### config.mk
export PLATFORM = sky130hd
export DESIGN_NAME = rri_skid
export DESIGN_NICKNAME = d
export VERILOG_FILES = /design/src/rtl/rri_skid.sv
export SDC_FILE = /design/constraint.sdc
export NUM_CORES = 1
export LEC_CHECK = 0
export BUFFER_PORTS_ARGS = -buffer_cell sky130_fd_sc_hd__clkbuf_2
export CORE_MARGIN = 10
export CORE_UTILIZATION = 35
export CTS_CLUSTER_SIZE = 8
export DETAILED_ROUTE_END_ITERATION = 7
export GPL_TIMING_DRIVEN = 0
export HOLD_SLACK_MARGIN = 0.12
export PLACE_DENSITY_LB_ADDON = 0.05
export REMOVE_ABC_BUFFERS = 1
export SLEW_MARGIN = 20
export SYNTH_ARGS = -nofsm -noshare
export SYNTH_HDL_FRONTEND = slang
export SYNTH_SLANG_ARGS = --single-unit
export TNS_END_PERCENT = 100
### constraint.sdc
create_clock -name clk_i -period 1.4 [get_ports clk_i]
set_input_delay 0.14 -clock clk_i [delete_from_list [all_inputs] [get_ports clk_i]]
set_output_delay 0.14 -clock clk_i [all_outputs]
set_load 0.02 [all_outputs]
### src/rtl/rri_skid.sv
// Two-entry output buffer: output register plus skid register.
module rri_skid #(
  parameter int unsigned DW = 8
) (
  input  logic          clk_i,
  input  logic          rst_ni,
  input  logic          in_valid_i,
  input  logic [DW-1:0] in_data_i,
  output logic          ready_o,
  output logic          out_valid_o,
  output logic [DW-1:0] out_data_o,
  input  logic          out_stall_i
);

  logic          out_v_q, sk_v_q;
  logic [DW-1:0] out_d_q, sk_d_q;
  logic          free;

  assign free    = !out_v_q || !out_stall_i;
  assign ready_o = !sk_v_q;

  always_ff @(posedge clk_i or negedge rst_ni) begin
    if (!rst_ni) begin
      out_v_q <= 1'b0;
      sk_v_q  <= 1'b0;
    end else if (free) begin
      out_v_q <= sk_v_q || in_valid_i;
      sk_v_q  <= sk_v_q && in_valid_i;
    end else if (in_valid_i) begin
      sk_v_q <= 1'b1;
    end
  end

  always_ff @(posedge clk_i) begin
    if (free) begin
      out_d_q <= sk_v_q ? sk_d_q : in_data_i;
      if (in_valid_i) sk_d_q <= in_data_i;
    end else if (in_valid_i) begin
      sk_d_q <= in_data_i;
    end
  end

  assign out_valid_o = out_v_q;
  assign out_data_o  = out_d_q;

endmodule

# Word-level counts from Yosys, hierarchy flattened
# Index checks and enable logic that the tools add are counted.
[totals]
regBits = 18
in_bits = 12
word_cells = 14
[op_classes]
n_reduce_logical = 7
mux = 3
[ops]
columns = ["operator", "count"]
rows = [
  ["$mux W8", 1],
  ["$logic_not A1 Y1", 3],
  ["$logic_or A1 B1 Y1", 2],
  ["$mux W1", 2],
  ["$reduce_bool A2 Y1", 1],
  ["$logic_and A1 B1 Y1", 1],
]

# Longest topological paths before layout
# Gate-level depths: netlist (run 1).
[depth]
ltp_word = 3
ltp_mapped = 3
depth_no_buf = 2

# Least setup slack after synthesis (run 1)
# Ideal clock, no wire load.
[synth_path]
kind = "register to register"
start = "register sk_v_q"
end = "register out_d_q[0] (netlist: out_data_o[0]) (data pin)"
stages_incl_launch_ff = 3
t_arrival_ns = 0.776
setup_ns = 0.260
required_time_ns = 1.140
slack_ns = 0.364
n_path_buf = 1
path_cell_list = "dfrtp_1 > buf_6 > mux2_4"
[synth_via]
elab_chain_cells = 1
[synth_rtl]
columns = ["element", "line_no", "source"]
rows = [
  ["start: declaration", "15", "logic out_v_q, sk_v_q;"],
  ["start signal: assignment", "28", "sk_v_q <= sk_v_q && in_valid_i;"],
  ["$mux W8", "36", "out_d_q <= sk_v_q ? sk_d_q : in_data_i;"],
  ["end signal: assignment", "36", ""],
  ["end: declaration", "16", "logic [DW-1:0] out_d_q, sk_d_q;"],
]
# Every way passes these cells.
# A chain may end at the register's enable or synchronous reset.

# Worst setup path in the final report (run 1)
[layout_path]
start = "register sk_v_q"
end = "output ready_o"
[layout_via]
elab_chain_cells = 1
[layout_rtl]
columns = ["element", "line_no", "source"]
rows = [
  ["$logic_not A1 Y1", "20", "assign ready_o = !sk_v_q;"],
  ["end: declaration", "9", "output logic ready_o,"],
]
# Every way passes these cells.

==> results.sh, run 1 <==
export IMPL_r2r_start="sk_v_q$_DFFE_PN0P_"
export IMPL_chipHeight_um=64.3
export IMPL_cts_tree="yes"
export IMPL_fin_crit_sh=0.909
export IMPL_holdWs_ns=0.157
export IMPL_maxSlewHeadroom=0.753
export IMPL_cp_required_ns=1.26
export IMPL_synthesis_area_um2=688
export IMPL_critPathCaptureType="output port"
export IMPL_synth_seq_cells=18
export IMPL_hold_viol_final=0
export IMPL_peakVddDrop_mv=0.595
export IMPL_fin_ws_ns=0.127
export IMPL_yosysTopAreaCell="edfxtp_1"
export IMPL_grt_usage=0.0612
export IMPL_nNetsFinal=80
export IMPL_worstSkewPairLatency_ns=0.28
export IMPL_tightest_slew_ns=0.369
export IMPL_placement_rows=15
export IMPL_p_leak_nw=0.402
export IMPL_met1_usage=0.0597
export IMPL_drc=0
export IMPL_finClkSkew_ns=0.00324
export IMPL_rsz0062_at_grt="no"
export IMPL_drt_initial_drc_count=2
export IMPL_sw_frac_of_total=0.243
export IMPL_yosysSeqAreaShare=0.771
export IMPL_cts_buffers=3
export IMPL_area_delta_synth_final_pct=36.7
export IMPL_cts_num_sinks=18
export IMPL_r2r_end="out_data_o[3]$_DFFE_PP_"
export IMPL_cap_viol_max_count=0
export IMPL_finalSetupViolCount=0
export IMPL_detail_route_antenna_nets=0
export IMPL_met3_usage=0.0383
export IMPL_timing_final_crit_period_ns=1.27
export IMPL_die_area_um2=4140
export IMPL_outcome="completed"
export IMPL_grt_start_max_net_pins=11
export IMPL_synthTopCellsByArea="edfxtp_1 70%, mux2_4 17%, dfrtp_1 7.3%"
export IMPL_final_area_um2=941
export IMPL_dr_pass1_iters=2
export IMPL_crit_arrival_ns=1.13
export IMPL_htreeDepth=1
export IMPL_crit_type="flop to output port"
export IMPL_grt_busiest_layer="met2"
export IMPL_routed_wl_um=1220
export IMPL_postSynthAreaPerCell_um2=20.9
export IMPL_powerDensity_nw_per_um2=1210
export IMPL_rr_worst_depth=1
export IMPL_clockRootBuffer="clkbuf_4"
export IMPL_slew_viol_final=0
export IMPL_synthCells=33
export IMPL_cp_start_kind="flop"
export IMPL_gp_congestion=0.679
export IMPL_clk_pin_slew_worst_paths_ns=0.10
export IMPL_reg2reg_slack_ns=0.28
export IMPL_grt_pass1_wl_um=2000
export IMPL_gr_total_overflow=0
export IMPL_die_w_um=64.3
export IMPL_seqPwrFrac=0.601
export IMPL_port_buffers=21
export IMPL_post_place_ws_ns=0.159
export IMPL_hp_class="input pin to async pin"
export IMPL_intPower_uw=864
export IMPL_vias_per_cell=4.33
export IMPL_drive_gt1_frac=0.493
export IMPL_clockPowerShare=0.219
export IMPL_io_pins=22
export IMPL_core_area_um2=1800
export IMPL_fmax_ghz=0.786
export IMPL_start_util=0.382
export IMPL_met2_usage=0.102
export IMPL_clockBufferDepth=2
export IMPL_synth_top_area_frac=0.698
export IMPL_dpl_cell_area_um2=813
export IMPL_vias=398
export IMPL_finalSetupTns_ns=0
export IMPL_worstPathMaxFanout=9
export IMPL_p_sw_uw=277
export IMPL_p_comb_frac=0.180
export IMPL_netlist_cell_type_count=9
export IMPL_wl_per_cell_um=13.3
export IMPL_diodes=0
export IMPL_grt_pass1_vias=443
export IMPL_yosysWarnings=0
export IMPL_antenna_found_initial=0
## worst max path at each step
stage	start	end	slack (ns)	cells after the start
global route	sk_v_q$_DFFE_PN0P_	ready_o	0.07	2
global placement	sk_v_q$_DFFE_PN0P_	out_data_o[7]$_DFFE_PP_	0.18	1
CTS	sk_v_q$_DFFE_PN0P_	ready_o	0.13	2
floorplan	sk_v_q$_DFFE_PN0P_	out_data_o[0]$_DFFE_PP_	0.25	1
detailed placement	sk_v_q$_DFFE_PN0P_	out_data_o[6]$_DFFE_PP_	0.16	1
finish	sk_v_q$_DFFE_PN0P_	ready_o	0.13	2
## power groups by stage
stage	sequential [mW]	clock [mW]	combinational [mW]
floorplan	0.734	0	0.0782
global placement	0.695	0	0.183
detailed placement	0.699	0	0.187
CTS	0.687	0.263	0.209
global route	0.693	0.283	0.221
finish	0.686	0.250	0.205
## per-layer routing
metal / vias to the layer above / routed length [µm]
met5: - / 0
met4: 0 / 0
met3: 0 / 112
met2: 14 / 625
met1: 190 / 481
li1: 194 / -
## synth_stat cells (all sizes together)
cell     n
edfxtp  16
o21ai    1
inv      1
dfrtp    2
buf      1
nand2    2
a21oi    1
nand3    1
mux2     8
## kinds of logic (layout without fill, tap and decap cells)
logic type,Yosys count,in the layout,synth area share
AOI/OAI and AO/OA,2,2,0.0145
buffers and inverters,2,36,0.0218
DFF,18,18,0.771
muxes,8,8,0.175
and+or+nand+nor,3,3,0.0182
## repair_timing
item | 4_1_cts | 5_1_grt
resized for setup | 1 | 0
hold endpoints to repair | 11 | 0
setup endpoints to repair | 1 | 0
buffers inserted | 0 | 0
hold buffers | 10 | 0
## sequential cells by signal (all words and copies together), names as in the netlist
| signal | count |
|---|---|
| sk_v_q | 1 |
| out_valid_o | 1 |
| out_data_o | 8 |
| sk_d_q | 8 |
## through the flow
stage | instances | utilization | power, mW
3_3_place_gp | 78 | 0.451 | 0.878
4_1_cts | 92 | 0.522 | 1.16
6_report | 92 | 0.522 | 1.14
3_5_place_dp | 78 | 0.451 | 0.886
5_1_grt | 92 | 0.522 | 1.20
2_1_floorplan | 32 | - | 0.812
## critical path, stage by stage, from the launching register on
cell      delay, ns
dfrtp_2        0.55
inv_1          0.13
clkbuf_2       0.18
## area by class of cell
cell class	count	area, µm²
clock buffer	3	22.5
clock inverter	1	3.75
fill	164	861
inverter	1	3.75
multi-input combinational	13	143
sequential	18	532
tap	25	31.3
timing repair buffer	31	205
## placed cells by master (no fill, tap or decap), drive strengths merged
cell type / n
dfrtp: 2
edfxtp: 16
nand3: 1
nand2: 2
dlygate4sd3: 10
a21oi: 1
clkinv: 1
clkbuf: 24
mux2: 8
inv: 1
o21ai: 1
No activity file was read; power rests on OpenSTA's default activity.
==> run 2: changes to the inputs <==
--- a/config.mk
+++ b/config.mk
@@ -12,7 +12,7 @@
 export DETAILED_ROUTE_END_ITERATION = 7
 export GPL_TIMING_DRIVEN = 0
 export HOLD_SLACK_MARGIN = 0.12
-export PLACE_DENSITY_LB_ADDON = 0.05
+export PLACE_DENSITY = 0.65
 export REMOVE_ABC_BUFFERS = 1
 export SLEW_MARGIN = 20
 export SYNTH_ARGS = -nofsm -noshare
==> results.sh, run 2 (synthesis results as in run 1) <==
export IMPL_clk_pin_slew_worst_paths_ns=0.09
export IMPL_clockPowerShare=0.226
export IMPL_r2r_end="out_data_o[2]$_DFFE_PP_"
export IMPL_fin_crit_sh=0.905
export IMPL_dpl_cell_area_um2=813
export IMPL_hold_viol_final=0
export IMPL_finalSetupTns_ns=0
export IMPL_drc=0
export IMPL_cp_start_kind="flop"
export IMPL_rr_worst_depth=1
export IMPL_crit_type="flop to output port"
export IMPL_gr_total_overflow=0
export IMPL_path_cells="inv_1 -> clkbuf_2"
export IMPL_tightest_slew_ns=0.347
export IMPL_chipHeight_um=64.3
export IMPL_start_util=0.382
export IMPL_worstPathMaxFanout=9
export IMPL_cts_tree="yes"
export IMPL_p_sw_uw=276
export IMPL_hpwl_um=834
export IMPL_final_cell_mix="21 x clkbuf_2, 16 x edfxtp_1, 10 x dlygate4sd3_1"
export IMPL_area_delta_synth_final_pct=36.7
export IMPL_wl_per_cell_um=12.3
export IMPL_grt_start_max_net_pins=11
export IMPL_crit_arrival_ns=1.13
export IMPL_seqPwrFrac=0.596
export IMPL_cp_required_ns=1.26
export IMPL_grt_pass1_vias=465
export IMPL_antenna_found_initial=0
export IMPL_final_area_um2=941
export IMPL_seq_area_um2=532
export IMPL_r2r_start="sk_v_q$_DFFE_PN0P_"
export IMPL_die_area_um2=4140
export IMPL_finClkSkew_ns=0.00419
export IMPL_fin_ws_ns=0.133
export IMPL_crit_end="ready_o"
export IMPL_cap_viol_max_count=0
export IMPL_fillers=165
export IMPL_powerDensity_nw_per_um2=1220
export IMPL_cts_buffers=3
export IMPL_finalSetupViolCount=0
export IMPL_drive_gt1_frac=0.493
export IMPL_nNetsFinal=80
export IMPL_p_leak_nw=0.402
export IMPL_grt_usage=0.0591
export IMPL_slowest_delay_ns=0.52
export IMPL_rsz0062_at_grt="no"
export IMPL_die_w_um=64.3
export IMPL_maxSlewHeadroom=0.768
export IMPL_intPower_uw=872
export IMPL_crit_slowest_cell="dfrtp_2"
export IMPL_detail_route_antenna_nets=0
export IMPL_fmax_ghz=0.789
export IMPL_core_area_um2=1800
export IMPL_reg2reg_slack_ns=0.29
export IMPL_slew_viol_final=0
export IMPL_timing_final_crit_period_ns=1.27
export IMPL_post_place_ws_ns=0.160
export IMPL_p_comb_frac=0.178
export IMPL_clockRootBuffer="clkbuf_4"
export IMPL_grt_pass1_wl_um=1960
export IMPL_gp_congestion=0.588
export IMPL_sw_frac_of_total=0.240
export IMPL_dr_pass1_iters=3
export IMPL_multi_input_area_um2=143
export IMPL_placement_rows=15
export IMPL_cts_num_sinks=18
export IMPL_drt_initial_drc_count=2
export IMPL_io_pins=22
export IMPL_port_buffers=21
export IMPL_critPathLaunch="sk_v_q$_DFFE_PN0P_"
export IMPL_layout_commonest_cell="clkbuf_2"
export IMPL_routed_wl_um=1130
export IMPL_outcome="completed"
export IMPL_worstSkewPairLatency_ns=0.29
export IMPL_peakVddDrop_mv=0.885
export IMPL_htreeDepth=1
export IMPL_diodes=0
export IMPL_clockBufferDepth=2
export IMPL_critPathCaptureType="output port"
export IMPL_vias=402
export IMPL_hp_class="input pin to async pin"
export IMPL_vias_per_cell=4.37
[run 2: through the flow]
step,hold WS [ns],utilization,power [mW],instances
3_5_place_dp,-0.0705,0.451,0.883,78
5_1_grt,0.156,0.522,1.20,92
3_3_place_gp,-0.0734,0.451,0.878,78
6_report,0.163,0.522,1.15,92
4_1_cts,0.151,0.522,1.16,92
2_1_floorplan,-0.156,-,0.812,32
[run 2: timing repair]
action / 4_1_cts / 5_1_grt
resized for setup: 1 / 0
setup buffers: 0 / 0
hold buffers: 10 / 0
endpoints found under the hold margin: 12 / 0
endpoints found under the setup margin: 1 / 0
[run 2: worst min path at each step]
stage                               to  slack, ns  cells past startpoint
2_1_floorplan  out_valid_o$_DFFE_PN0P_      -0.16                      0
3_3_place_gp   out_valid_o$_DFFE_PN0P_      -0.07                      1
3_5_place_dp        sk_v_q$_DFFE_PN0P_      -0.07                      1
4_1_cts             sk_v_q$_DFFE_PN0P_       0.15                      2
5_1_grt        out_valid_o$_DFFE_PN0P_       0.16                      2
6_report            sk_v_q$_DFFE_PN0P_       0.16                      2
[run 2: cell type report]
type                       count  area share
clock buffer                   4      0.0279
inverter                       1     0.00399
multi-input combinational     13       0.152
sequential                    18       0.565
tap                           25      0.0332
timing repair buffer          31       0.218
[run 2: critical path: cells and delay by family, from the launching register on]
family                 cells  cell delay [ns]
DFF                        1             0.52
buffers and inverters      2             0.31
[run 2: power by group through the flow]
stage                     clock [mW]  sequential, mW  combinational, mW
after global routing           0.290           0.693              0.221
final                          0.259           0.683              0.205
after CTS                      0.270           0.685              0.208
after detailed placement           0           0.697              0.187
after global placement             0           0.694              0.184
after floorplan                    0           0.734             0.0782
[run 2: routing by layer]
layer / vias to the layer above / track usage / wire (µm)
met1: 190 / 0.0587 / 453
met3: 2 / 0.0418 / 117
li1: 192 / - / -
met5: - / 0 / 0
met2: 18 / 0.0973 / 538
met4: 0 / 0.0160 / 18
==> run 3: changes to the inputs <==
--- a/config.mk
+++ b/config.mk
@@ -7,12 +7,12 @@
 export LEC_CHECK = 0
 export BUFFER_PORTS_ARGS = -buffer_cell sky130_fd_sc_hd__clkbuf_2
 export CORE_MARGIN = 10
-export CORE_UTILIZATION = 35
+export CORE_UTILIZATION = 40
 export CTS_CLUSTER_SIZE = 8
 export DETAILED_ROUTE_END_ITERATION = 7
 export GPL_TIMING_DRIVEN = 0
 export HOLD_SLACK_MARGIN = 0.12
-export PLACE_DENSITY = 0.65
+export PLACE_DENSITY = 0.71
 export REMOVE_ABC_BUFFERS = 1
 export SLEW_MARGIN = 20
 export SYNTH_ARGS = -nofsm -noshare
==> results.sh, run 3 (synthesis results as in run 1) <==
export IMPL_drt_initial_drc_count=5
export IMPL_cts_num_sinks=18
export IMPL_cts_tree="yes"
export IMPL_maxSlewHeadroom=0.775
export IMPL_hp_class="input pin to async pin"
export IMPL_timing_final_crit_period_ns=1.28
export IMPL_worstSkewPairLatency_ns=0.29
export IMPL_met2_usage=0.118
export IMPL_antenna_found_initial=0
export IMPL_cp_required_ns=1.26
export IMPL_met3_usage=0.0494
export IMPL_finalSetupTns_ns=0
export IMPL_placement_rows=14
export IMPL_nNetsFinal=80
export IMPL_grt_pass1_vias=436
export IMPL_reg2reg_slack_ns=0.28
export IMPL_grt_busiest_layer="met2"
export IMPL_dr_pass1_iters=3
export IMPL_critPathCaptureType="output port"
export IMPL_cts_buffers=3
export IMPL_chipHeight_um=61.5
export IMPL_clockRootBuffer="clkbuf_4"
export IMPL_crit_arrival_ns=1.14
export IMPL_crit_type="flop to output port"
export IMPL_wl_per_cell_um=14.6
export IMPL_p_leak_nw=0.408
export IMPL_grt_pass1_wl_um=1990
export IMPL_tightest_slew_ns=0.337
export IMPL_core_area_um2=1560
export IMPL_grt_start_max_net_pins=11
export IMPL_powerDensity_nw_per_um2=1280
export IMPL_die_area_um2=3780
export IMPL_clockBufferDepth=2
export IMPL_finClkSkew_ns=0.00693
export IMPL_peakVddDrop_mv=0.803
export IMPL_clk_pin_slew_worst_paths_ns=0.10
export IMPL_area_delta_synth_final_pct=36.5
export IMPL_hold_viol_final=0
export IMPL_diodes=0
export IMPL_vias_per_cell=4.75
export IMPL_worstPathMaxFanout=9
export IMPL_io_pins=22
export IMPL_drc=0
export IMPL_detail_route_antenna_nets=0
export IMPL_final_cell_mix="21 x clkbuf_2, 16 x edfxtp_1, 10 x dlygate4sd3_1"
export IMPL_rsz0062_at_grt="no"
export IMPL_outcome="completed"
export IMPL_final_util=0.603
export IMPL_htreeDepth=1
export IMPL_cp_start_kind="flop"
export IMPL_routed_wl_um=1210
export IMPL_die_w_um=61.5
export IMPL_layout_commonest_cell="clkbuf_2"
export IMPL_fmax_ghz=0.781
export IMPL_drive_gt1_frac=0.507
export IMPL_grt_usage=0.0741
export IMPL_met1_usage=0.0725
export IMPL_port_buffers=21
export IMPL_fin_crit_sh=0.915
export IMPL_start_util=0.441
export IMPL_finalSetupViolCount=0
export IMPL_slew_viol_final=0
export IMPL_vias=394
export IMPL_gp_congestion=0.606
export IMPL_cts_setup_buffers=0
export IMPL_gr_total_overflow=0
export IMPL_cap_viol_max_count=0
run 3: cell types whose count changed in the layout (fill, tap and decap cells not counted):
cell and change:
clkbuf_1 -1, clkbuf_8 +1
run 3: worst paths after layout:
kind / end / cells past startpoint / startpoint
max in group asynchronous: sk_v_q$_DFFE_PN0P_ / 2 / rst_ni
worst max-delay path: ready_o / 2 / sk_v_q$_DFFE_PN0P_
min in group clk_i: sk_d_q[5]$_DFFE_PP_ / 1 / in_valid_i
worst min register to register: out_data_o[3]$_DFFE_PP_ / 1 / sk_d_q[3]$_DFFE_PP_
worst min-delay path: sk_v_q$_DFFE_PN0P_ / 2 / rst_ni
worst max register to register: out_data_o[4]$_DFFE_PP_ / 1 / sk_v_q$_DFFE_PN0P_
run 3: power breakdown:
group	total, mW	leakage, nW	switching (mW)	internal, mW
combinational	0.204	0.209	0.0958	0.109
clock	0.315	0.0210	0.156	0.158
sequential	0.685	0.178	0.0332	0.652
total	1.20	0.408	0.285	0.919
run 3: critical path, cell delays in order (launching register included):
cell      delay [ns]
dfrtp_2         0.55
inv_1           0.12
clkbuf_2        0.17
run 3: stage by stage:
stage	power [mW]	instance area [µm²]	setup slack (ns)	std cells	hold WS (ns)
CTS	1.22	940	0.110	83	0.146
finish	1.20	940	0.119	83	0.153
global placement	0.877	802	0.177	69	-0.0737
floorplan	0.812	677	0.252	32	-0.156
global route	1.27	940	0.0438	83	0.141
detailed placement	0.884	802	0.160	69	-0.0692
run 3: layout make-up:
cell class | instances | area (µm²)
clock buffer | 4 | 36.3
fill | 118 | 619
inverter | 1 | 3.75
multi-input combinational | 13 | 143
sequential | 18 | 532
tap | 16 | 20.0
timing repair buffer | 31 | 205
run 3: routing by layer:
layer | part of all wire | wire length, µm | up-vias
met5 | 0 | 0 | -
met1 | 0.40 | 489 | 185
met2 | 0.51 | 613 | 15
li1 | - | - | 194
met3 | 0.089 | 107 | 0
met4 | 0 | 0 | 0
run 3: what timing repair did:
item,CTS,global route
resized for setup,1,0
endpoints found under the hold margin,11,0
hold buffers,10,0
setup endpoints to repair,1,0
